**src/hdl/rsbo_pkg.sv**
```systemverilog
// ---------------------------------------------------------------------------
// rsbo_pkg
// Shared types and constants of the ray slope box overlap test.
// ---------------------------------------------------------------------------
package rsbo_pkg;

  localparam int NUM_AXES  = 3;
  localparam int NUM_PAIRS = 6;
  localparam int NUM_REGS  = 7;
  localparam int EPS_W     = 16;
  localparam logic [EPS_W-1:0] EPS_RESET = 16'd1;

  typedef enum logic [2:0] {
    REG_ORIGIN_X = 3'd0,
    REG_ORIGIN_Y = 3'd1,
    REG_ORIGIN_Z = 3'd2,
    REG_DIR_X    = 3'd3,
    REG_DIR_Y    = 3'd4,
    REG_DIR_Z    = 3'd5,
    REG_ZERO_EPS = 3'd6
  } reg_idx_t;

  // per-axis sign class: nonzero, negative
  typedef struct packed {
    logic nz;
    logic ng;
  } axis_class_t;

  // axis pairs (a,b): (x,y) (x,z) (y,x) (y,z) (z,x) (z,y)
  function automatic logic [1:0] pair_a(input logic [2:0] p);
    return p[2:1];
  endfunction

  function automatic logic [1:0] pair_b(input logic [2:0] p);
    logic [1:0] b;
    b = 2'd0;
    case (p)
      3'd0:    b = 2'd1;
      3'd1:    b = 2'd2;
      3'd2:    b = 2'd0;
      3'd3:    b = 2'd2;
      3'd4:    b = 2'd0;
      3'd5:    b = 2'd1;
      default: b = 2'd0;
    endcase
    return b;
  endfunction

endpackage

```
**src/hdl/rsbo_derive.sv**
```systemverilog
// ---------------------------------------------------------------------------
// rsbo_derive
// Rebuilds slopes, intercepts and the ray class from the ray registers,
// one axis pair at a time with a bit-serial divider and one multiplier.
// ---------------------------------------------------------------------------
module rsbo_derive #(
  parameter int COORD_WIDTH = 32,
  parameter int FRAC_BITS   = 16
) (
  input  logic                              clk,
  input  logic                              rst_n,
  input  logic                              start_i,
  input  logic signed [COORD_WIDTH-1:0]     origin_i [3],
  input  logic signed [COORD_WIDTH-1:0]     dir_i [3],
  input  logic [rsbo_pkg::EPS_W-1:0]        eps_i,
  output logic signed [COORD_WIDTH-1:0]     slope_o [6],
  output logic signed [COORD_WIDTH-1:0]     icpt_o [6],
  output rsbo_pkg::axis_class_t [2:0]       cls_o,
  output logic                              busy_o
);
  import rsbo_pkg::*;

  localparam int CW    = COORD_WIDTH;
  localparam int FB    = FRAC_BITS;
  localparam int NW    = CW + FB;
  localparam int IW    = 2 * CW + FB + 1;
  localparam int CNT_W = $clog2(NW);
  localparam int MW    = (CW > EPS_W) ? CW : EPS_W;

  localparam logic [NW-1:0] QMAX = {{(FB + 1){1'b0}}, {(CW - 1){1'b1}}};
  localparam logic [NW-1:0] QNEG = QMAX + NW'(1);
  localparam logic signed [CW-1:0] SMAX = {1'b0, {(CW - 1){1'b1}}};
  localparam logic signed [CW-1:0] SMIN = {1'b1, {(CW - 1){1'b0}}};

  typedef enum logic [2:0] {ST_IDLE, ST_SETUP, ST_DIV, ST_SAT, ST_MUL, ST_FIN} state_t;

  state_t                 state_r;
  logic [2:0]             pair_r;
  logic signed [CW-1:0]   src_o_r [3];
  logic signed [CW-1:0]   src_d_r [3];
  logic [EPS_W-1:0]       src_eps_r;
  logic [NW-1:0]          num_r;
  logic [NW-1:0]          q_r;
  logic [CW:0]            rem_r;
  logic [CW-1:0]          den_r;
  logic                   neg_r;
  logic [CNT_W-1:0]       cnt_r;
  logic signed [CW-1:0]   s_r;
  logic signed [2*CW-1:0] prod_r;
  logic signed [CW-1:0]   slope_r [6];
  logic signed [CW-1:0]   icpt_r [6];
  axis_class_t [2:0]      cls_r;

  function automatic logic [CW-1:0] mag(input logic signed [CW-1:0] v);
    return v[CW-1] ? (CW'(0) - v) : v;
  endfunction

  logic [1:0]             a_idx, b_idx;
  logic signed [CW-1:0]   da, db, oa, ob;
  logic [2:0]             zero_ax;
  axis_class_t [2:0]      cls_w;
  logic [CW:0]            rem_sh, rem_sub;
  logic                   ge;
  logic signed [CW-1:0]   s_sat;
  logic signed [2*CW-1:0] mul_w;
  logic signed [IW-1:0]   ob_w, pr_w, c_w, sh_w;
  logic                   fits;
  logic signed [CW-1:0]   icpt_val;

  assign a_idx = pair_a(pair_r);
  assign b_idx = pair_b(pair_r);
  assign da    = src_d_r[a_idx];
  assign db    = src_d_r[b_idx];
  assign oa    = src_o_r[a_idx];
  assign ob    = src_o_r[b_idx];

  always_comb begin
    for (int k = 0; k < NUM_AXES; k++) begin
      zero_ax[k]  = (src_d_r[k] == '0) ||
                    (MW'(mag(src_d_r[k])) < MW'(src_eps_r));
      cls_w[k].nz = !zero_ax[k];
      cls_w[k].ng = !zero_ax[k] && src_d_r[k][CW-1];
    end
  end

  // restoring divide, one quotient bit a cycle
  assign rem_sh  = {rem_r[CW-1:0], num_r[NW-1]};
  assign ge      = rem_sh >= {1'b0, den_r};
  assign rem_sub = rem_sh - {1'b0, den_r};

  always_comb begin
    if (neg_r) begin
      s_sat = (q_r > QNEG) ? SMIN : (CW'(0) - q_r[CW-1:0]);
    end else begin
      s_sat = (q_r > QMAX) ? SMAX : q_r[CW-1:0];
    end
  end

  assign mul_w = s_r * oa;

  // intercept: floor((ob << FB) - s*oa) >> FB, saturated
  assign ob_w     = IW'(ob);
  assign pr_w     = IW'(prod_r);
  assign c_w      = (ob_w <<< FB) - pr_w;
  assign sh_w     = c_w >>> FB;
  assign fits     = (&sh_w[IW-1:CW-1]) || !(|sh_w[IW-1:CW-1]);
  assign icpt_val = fits ? sh_w[CW-1:0] : (sh_w[IW-1] ? SMIN : SMAX);

  always_ff @(posedge clk) begin
    if (!rst_n) begin
      state_r <= ST_IDLE;
      pair_r  <= '0;
      cls_r   <= '0;
      for (int p = 0; p < NUM_PAIRS; p++) begin
        slope_r[p] <= '0;
        icpt_r[p]  <= '0;
      end
    end else if (start_i) begin
      for (int k = 0; k < NUM_AXES; k++) begin
        src_o_r[k] <= origin_i[k];
        src_d_r[k] <= dir_i[k];
      end
      src_eps_r <= eps_i;
      pair_r    <= '0;
      state_r   <= ST_SETUP;
    end else begin
      unique case (state_r)
        ST_IDLE: begin
        end
        ST_SETUP: begin
          cls_r <= cls_w;
          if (zero_ax[a_idx]) begin
            s_r     <= '0;
            state_r <= ST_MUL;
          end else begin
            num_r   <= NW'(mag(db)) << FB;
            den_r   <= mag(da);
            rem_r   <= '0;
            q_r     <= '0;
            neg_r   <= da[CW-1] ^ db[CW-1];
            cnt_r   <= CNT_W'(NW - 1);
            state_r <= ST_DIV;
          end
        end
        ST_DIV: begin
          rem_r <= ge ? rem_sub : rem_sh;
          q_r   <= {q_r[NW-2:0], ge};
          num_r <= num_r << 1;
          if (cnt_r == '0) begin
            state_r <= ST_SAT;
          end else begin
            cnt_r <= cnt_r - CNT_W'(1);
          end
        end
        ST_SAT: begin
          s_r     <= s_sat;
          state_r <= ST_MUL;
        end
        ST_MUL: begin
          prod_r  <= mul_w;
          state_r <= ST_FIN;
        end
        ST_FIN: begin
          slope_r[pair_r] <= s_r;
          icpt_r[pair_r]  <= icpt_val;
          if (pair_r == 3'(NUM_PAIRS - 1)) begin
            state_r <= ST_IDLE;
          end else begin
            pair_r  <= pair_r + 3'd1;
            state_r <= ST_SETUP;
          end
        end
        default: state_r <= ST_IDLE;
      endcase
    end
  end

  assign slope_o = slope_r;
  assign icpt_o  = icpt_r;
  assign cls_o   = cls_r;
  assign busy_o  = (state_r != ST_IDLE);

endmodule

```
**config.mk**
```make
export PLATFORM = sky130hd
export DESIGN_NAME = rsbo_derive
export DESIGN_NICKNAME = d
export VERILOG_FILES = /design/src/hdl/rsbo_pkg.sv /design/src/hdl/rsbo_derive.sv
export SDC_FILE = /design/constraint.sdc
export NUM_CORES = 2
export LEC_CHECK = 0
export BUFFER_PORTS_ARGS = -buffer_cell sky130_fd_sc_hd__buf_2
export CAP_MARGIN = 0
export CELL_PAD_IN_SITES_DETAIL_PLACEMENT = 0
export CELL_PAD_IN_SITES_GLOBAL_PLACEMENT = 2
export CORE_ASPECT_RATIO = 0.8
export CORE_UTILIZATION = 40
export CTS_CLUSTER_DIAMETER = 50
export DETAILED_ROUTE_END_ITERATION = 12
export PLACE_DENSITY = 0.83
export SLEW_MARGIN = 0
export SYNTH_ARGS = -nofsm -noshare
export SYNTH_HDL_FRONTEND = slang
export SYNTH_SLANG_ARGS = --single-unit
```
**constraint.sdc**
```tcl
create_clock -name clk -period 14 [get_ports clk]
set_input_delay 1.4 -clock clk [delete_from_list [all_inputs] [get_ports clk]]
set_output_delay 1.4 -clock clk [all_outputs]
set_load 0.02 [all_outputs]
```
Word level (Yosys, flattened, before mapping)
Memories as Yosys holds them, arrays and structs flattened. A register that Yosys moved wholly into a read port is not among the register bits. Cells that the tools add are included.

Add/sub/neg operators: 10. Multiply operators: 1. Order comparisons: 9. Eq/ne operators: 14. Multiplexer cells: 41. Bitwise logic cells: 7. Reductions and logical operators: 37.

Operators with widths (count): 32-bit two-way mux (13); 192-bit bitwise mux (2); 48-bit case mux with 2 select lines (2); 1-bit by 32-bit subtractor with 32-bit output (first input constant) (6); 32-bit case mux with 2 select lines (2); 32-bit demux with 3-bit select (1); 32-bit zero test (3); 32-bit by 16-bit less-than comparator with 1-bit output (3); 48-bit two-way mux (2); 48-bit by 64-bit subtractor with 65-bit output (1); 32-bit by 32-bit multiplier with 64-bit output (1); 48-bit by 31-bit > comparator with 1-bit output (second input constant) (1); 48-bit by 32-bit > comparator with 1-bit output (second input constant) (1); 34-bit AND reduction (1); 34-bit OR reduction (1); 33-bit by 32-bit greater-or-equal comparator with 1-bit output (1); 32-bit subtractor (1); 31-bit two-way mux (1); 3-bit case mux with 6 select lines (1); 6-bit two-way mux (2); 6-bit case mux with 2 select lines (1); 2-bit AND reduction (6); 4-bit AND reduction (3); 2-bit inequality test (second input constant) (5); other kinds (27) (58).

Register bits after elaboration: 675. RAM bits: 192. Input bits: 211. Output and inout port bits: 391. Word-level logic and storage cells: 152. Memories: 2.

Memory list: src_d_r (depth 3, width 32, rd ports 5, clocked after memory_dff 1, write ports 3, RTL line rsbo_derive.sv:40) `logic signed [CW-1:0] src_d_r [3];`; src_o_r (depth 3, width 32, rd ports 2, clocked after memory_dff 1, write ports 3, RTL line rsbo_derive.sv:39) `logic signed [CW-1:0] src_o_r [3];`.

Depth between registers and ports, before layout
An unclocked memory read counts as a cell.

Word-level depth: 10. Mapped depth: 38. Mapped depth without buffers: 32.

Least setup slack after synthesis
Ideal clock, no wire load.

Path kind: register to register. Start: register (tool-made name). End: register prod_r[60], data pin. Setup time: 0.260 ns. Data arrival time: 10.350 ns. Data required time: 13.740 ns. Path slack: 3.390 ns. Stages on the path, launching flop included: 35. Path buffers: 6. Period minus slack after synthesis: 10.610 ns. Cells stage by stage: dfxtp_1 > clkbuf_1 > clkbuf_1 > clkbuf_1 > buf_1 > buf_1 > mux2i_1 > o21ai_0 > clkbuf_1 > nand2_1 > inv_1 > fa_1 > inv_1 > fa_1 > inv_1 > fa_1 > fa_1 > inv_1 > fa_1 > inv_1 > fa_1 > inv_1 > fa_1 > inv_1 > fa_1 > ha_1 > a21o_1 > a21o_1 > a21o_1 > a21o_1 > a21oi_1 > inv_1 > a31oi_1 > o21ba_2 > xnor2_1.

RTL lines: end signal: assignment (RTL line rsbo_derive.sv:160) `prod_r <= mul_w;`; end: declaration (RTL line rsbo_derive.sv:49) `logic signed [2*CW-1:0] prod_r;`.

==> results by stage <==
Setup path:
- Counting cells, the worst reg-to-reg path comes to 31.
- The endpoint of the worst-slack reg-to-reg timing path is prod_r[60]$_DFFE_PP_.
- The critical path is of the flop to flop type.
- The worst setup path is captured at a flop.
- The maximum net fanout on the critical path is 33.
- The most critical setup path has its endpoint at prod_r[60]$_DFFE_PP_.
- The most common cell type on the critical path is sky130_fd_sc_hd__fa_1.
- STA classifies the critical path startpoint as a flop.
- The slowest stage of the critical path belongs to the cell sky130_fd_sc_hd__dfxtp_4.
- For the worst setup path, the data required time is 14.47 ns.
- The delay contributed by the slowest stage of the critical path is 0.85 ns.
- The minimum setup slack among reg-to-reg paths is ~3.5 ns.
- The arrival time of data at the critical path endpoint is 10.95 ns.

Global route:
- The aggregate global-route resource usage is 0.277.
- The via count of the first global-routing pass came to 62.2k.
- The initial antenna violation count was 20.
- After global routing the overflow that remains totals 0.
- The global-route wire length before repair is 409000 um.
- The maximum number of pins on one net before global-route repair is 184.

Timing:
- Setup repair after global routing left no endpoint under its margin.
- For the finished layout, the period the worst path requires is 10.48 ns.
- Clock skew on the completed layout was measured at 0.0637 ns.
- The final number of hold-violating endpoints is 0.
- In the final timing run, aggregate negative setup slack is 0 ns.
- The slew of the pin with the lowest slew margin is 1.31 ns.
- The setup violation total in the final timing report is 0.
- The number of max-slew violations in the final report was 0.
- The headroom to the max-slew limit is 0.120.
- The share of the clock period used by the worst path is 0.749.
- Timing would allow up to 0.0954 GHz.
- After layout, the worst setup slack is approximately 3.5 ns.

Logic synthesis:
- After synthesis, the mean cell area works out to 9.52 um^2.
- The async set-or-reset flop fraction in the synthesized netlist is 0.
- The count of state elements after synthesis is around 850.
- In this run, distinct cell masters in the synthesized netlist total 90.
- The count of flip-flops with a built-in enable after synthesis is 455.
- The sequential fraction of the synthesis area is 0.275.
- By area the synthesized netlist is led by sky130_fd_sc_hd__fa_1 28%, sky130_fd_sc_hd__edfxtp_1 17%, sky130_fd_sc_hd__dfxtp_1 10%.
- The largest total area in the synthesized netlist belongs to sky130_fd_sc_hd__fa_1.
- Among all flip-flop cells after synthesis, the most frequent one is sky130_fd_sc_hd__edfxtp_1.
- In the synthesized netlist, the cells that appear most often are 1221 x sky130_fd_sc_hd__inv_1, 1112 x sky130_fd_sc_hd__nand2_1, 1083 x sky130_fd_sc_hd__fa_1.
- The number of nets in the synthesized netlist is 9874.
- Of the post-synthesis cell area, the dominant cell type holds 0.276.
- The synthesized cell area is 78600 um^2.
- For this run, the number of Yosys warnings is 0.
- The cell with the most instances after synthesis is sky130_fd_sc_hd__inv_1.
- Counting every instance in the synthesized netlist gives 8259.

Placed design:
- The count of port buffers added during placement is 601.
- The detailed placement HPWL is 202000 um.
- Routability-driven placement finished with a final weighted congestion of 0.927.
- At the placement stage, the worst setup path has a slack of 3.57 ns.

Detailed routing:
- The post-detailed-route DRC marker count is 0.
- After detailed routing, no signal wire sits above met5.
- Across all layers, the routed design uses 61.3k vias.
- The violation count after the first detailed-routing iteration is 5352.
- The final layout contains routed wiring with a total length of 274000 um.
- The routed wire length per instance is 24.3 um.
- The wire length on met1 is 121000 um.
- The ratio of routed vias to standard cells is approximately 5.4.
- The detailed route wirelength on metal3 is 19800 um.
- The number of antenna-violating nets in the routed design is 0.
- After detailed routing, the met2 layer carries 124000 um of wire.
- The first TritonRoute pass finished after 6 iterations.

Floorplan:
- The number of core rows is 145.
- The area of the die is between 150000 and 200000 um^2.
- The initial standard-cell utilization of the core is 0.403.
- The floorplan step set the die height to 399 um.
- The die is between 400 and 500 um wide.
- The boundary pin count is 602.
- In this run the standard cell core region covers a little under 200000 um^2.

Min path:
- The tightest min-delay check is of the flop to flop type.

Run:
- The number of max-cap violations is 0.

Final layout:
- The area overhead of the layout relative to synthesis is 12.1%.
- Measured on the finished design, the core utilization comes to 0.452.
- The total number of nets in the final design is between 10k and 15k.
- In the final layout, the share of cells above drive strength 1 is 0.120.

Clock network:
- The root buffer cell is sky130_fd_sc_hd__clkbuf_16.
- The setup fix buffers added after clock tree synthesis is 0.
- Buffers inserted to repair hold after CTS numbered 0.
- The CTS buffer count is 105.
- The H-tree was split into 3 levels.
- After clock tree synthesis, the clock-pin slew on the worst setup and hold paths is 0.06 ns.
- The buffer levels on the longest clock path is 3.
- In this run, post-CTS repair resized a total of 0 instances.
- The later pin in the worst-skew pair is clocked with a latency of roughly 0.76 ns.
- The total number of clock tree sinks is ~850.
- TritonCTS built the clock tree.

Run status:
- The flow ran to the end, and the final reports show no timing, DRC or antenna violations.
final cells by class:
type	instances	area [um^2]
fill	18700	107000
antenna	6	15.0
inverter	1221	4580
clock inverter	67	800
sequential	853	21600
tap	2572	3220
timing repair buffer	748	4140
clock buffer	127	2850
multi-input combinational	5680	50900
metal layers:
| layer | global-route usage | vias up |
|---|---|---|
| met5 | 0 | - |
| met4 | 0.0885 | 2 |
| met3 | 0.0461 | 390 |
| met2 | 0.439 | 2206 |
| met1 | 0.386 | 31300 |
| li1 | - | 27400 |
critical path: cells and delay by family (launching register included):
family	cells	cell delay (ns)
muxes	1	0.26
AOI/OAI and AO/OA	12	3.45
buffers and inverters	5	0.62
xor gates and xnor gates	1	0.06
adders and majority gates	9	4.57
and+or+nand+nor	3	0.38
DFF	1	0.85
placed cells by master (no fill, tap or decap), drive strengths merged, types with 10 or more instances in the layout:
master / count
nor2: 495
and2: 312
o41ai: 11
clkinvlp: 10
a21oi: 234
or2: 23
nor2b: 266
nand3: 52
clkbuf: 127
or4: 19
and3: 81
o21ai: 236
nand2b: 45
buf: 748
edfxtp: 455
dfxtp: 398
ha: 321
a21boi: 205
a311oi: 182
xor2: 73
o21bai: 29
fa: 1083
nor3b: 25
nand4: 35
xnor2: 178
a21o: 109
o31ai: 34
a211oi: 44
a31oi: 36
o21a: 20
mux2i: 154
clkinv: 32
and4: 11
nand2: 1113
inv: 1238
nor4: 25
nor3: 55
or3: 35
kinds of logic (layout without fill, tap and decap cells):
| logic type | count (synthesis) | in the layout | share of synthesized area |
|---|---|---|---|
| AOI/OAI and AO/OA | 1252 | 1252 | 0.109 |
| xor gates and xnor gates | 251 | 251 | 0.0280 |
| other | 0 | 6 | 0 |
| adders and majority gates | 1404 | 1404 | 0.327 |
| buffers and inverters | 1726 | 2163 | 0.0829 |
| muxes | 161 | 161 | 0.0206 |
| DFF | 853 | 853 | 0.275 |
| and+or+nand+nor | 2612 | 2612 | 0.157 |
registers in the layout, indices dropped and copies added, names as in the netlist, named ones only:
signal,cells
s_r,32
rem_r,32
src_eps_r,16
cls_o,6
slope_o,192
pair_r,3
src_o_r,96
src_d_r,96
neg_r,1
icpt_o,192
cnt_r,6
q_r,48
den_r,32
state_r,3
num_r,32
prod_r,64
metrics by stage:
| step | cell area, um^2 | hold slack [ns] | cells |
|---|---|---|---|
| global route | 88200 | 0.479 | 11300 |
| finish | 88200 | 0.459 | 11300 |
| floorplan | 78600 | 0.484 | 8259 |
| global placement | 84500 | 0.445 | 11100 |
| CTS | 88100 | 0.462 | 11300 |
| detailed placement | 84500 | 0.453 | 11100 |
worst min-delay path by stage:
stage / startpoint / endpoint / depth (start not counted)
detailed placement: cls_o[2]$_SDFFE_PN0P_ / cls_o[2]$_SDFFE_PN0P_ / 2
global placement: cls_o[3]$_SDFFE_PN0P_ / cls_o[3]$_SDFFE_PN0P_ / 2
finish: slope_o[0]$_SDFFE_PN0P_ / slope_o[0]$_SDFFE_PN0P_ / 2
CTS: cls_o[2]$_SDFFE_PN0P_ / cls_o[2]$_SDFFE_PN0P_ / 2
global route: slope_o[10]$_SDFFE_PN0P_ / slope_o[10]$_SDFFE_PN0P_ / 2
floorplan: num_r[46]$_DFFE_PP_ / num_r[47]$_DFFE_PP_ / 2
Power is not shown: default switching activity piles up to over one toggle a cycle in this logic, so the estimate is an artifact.
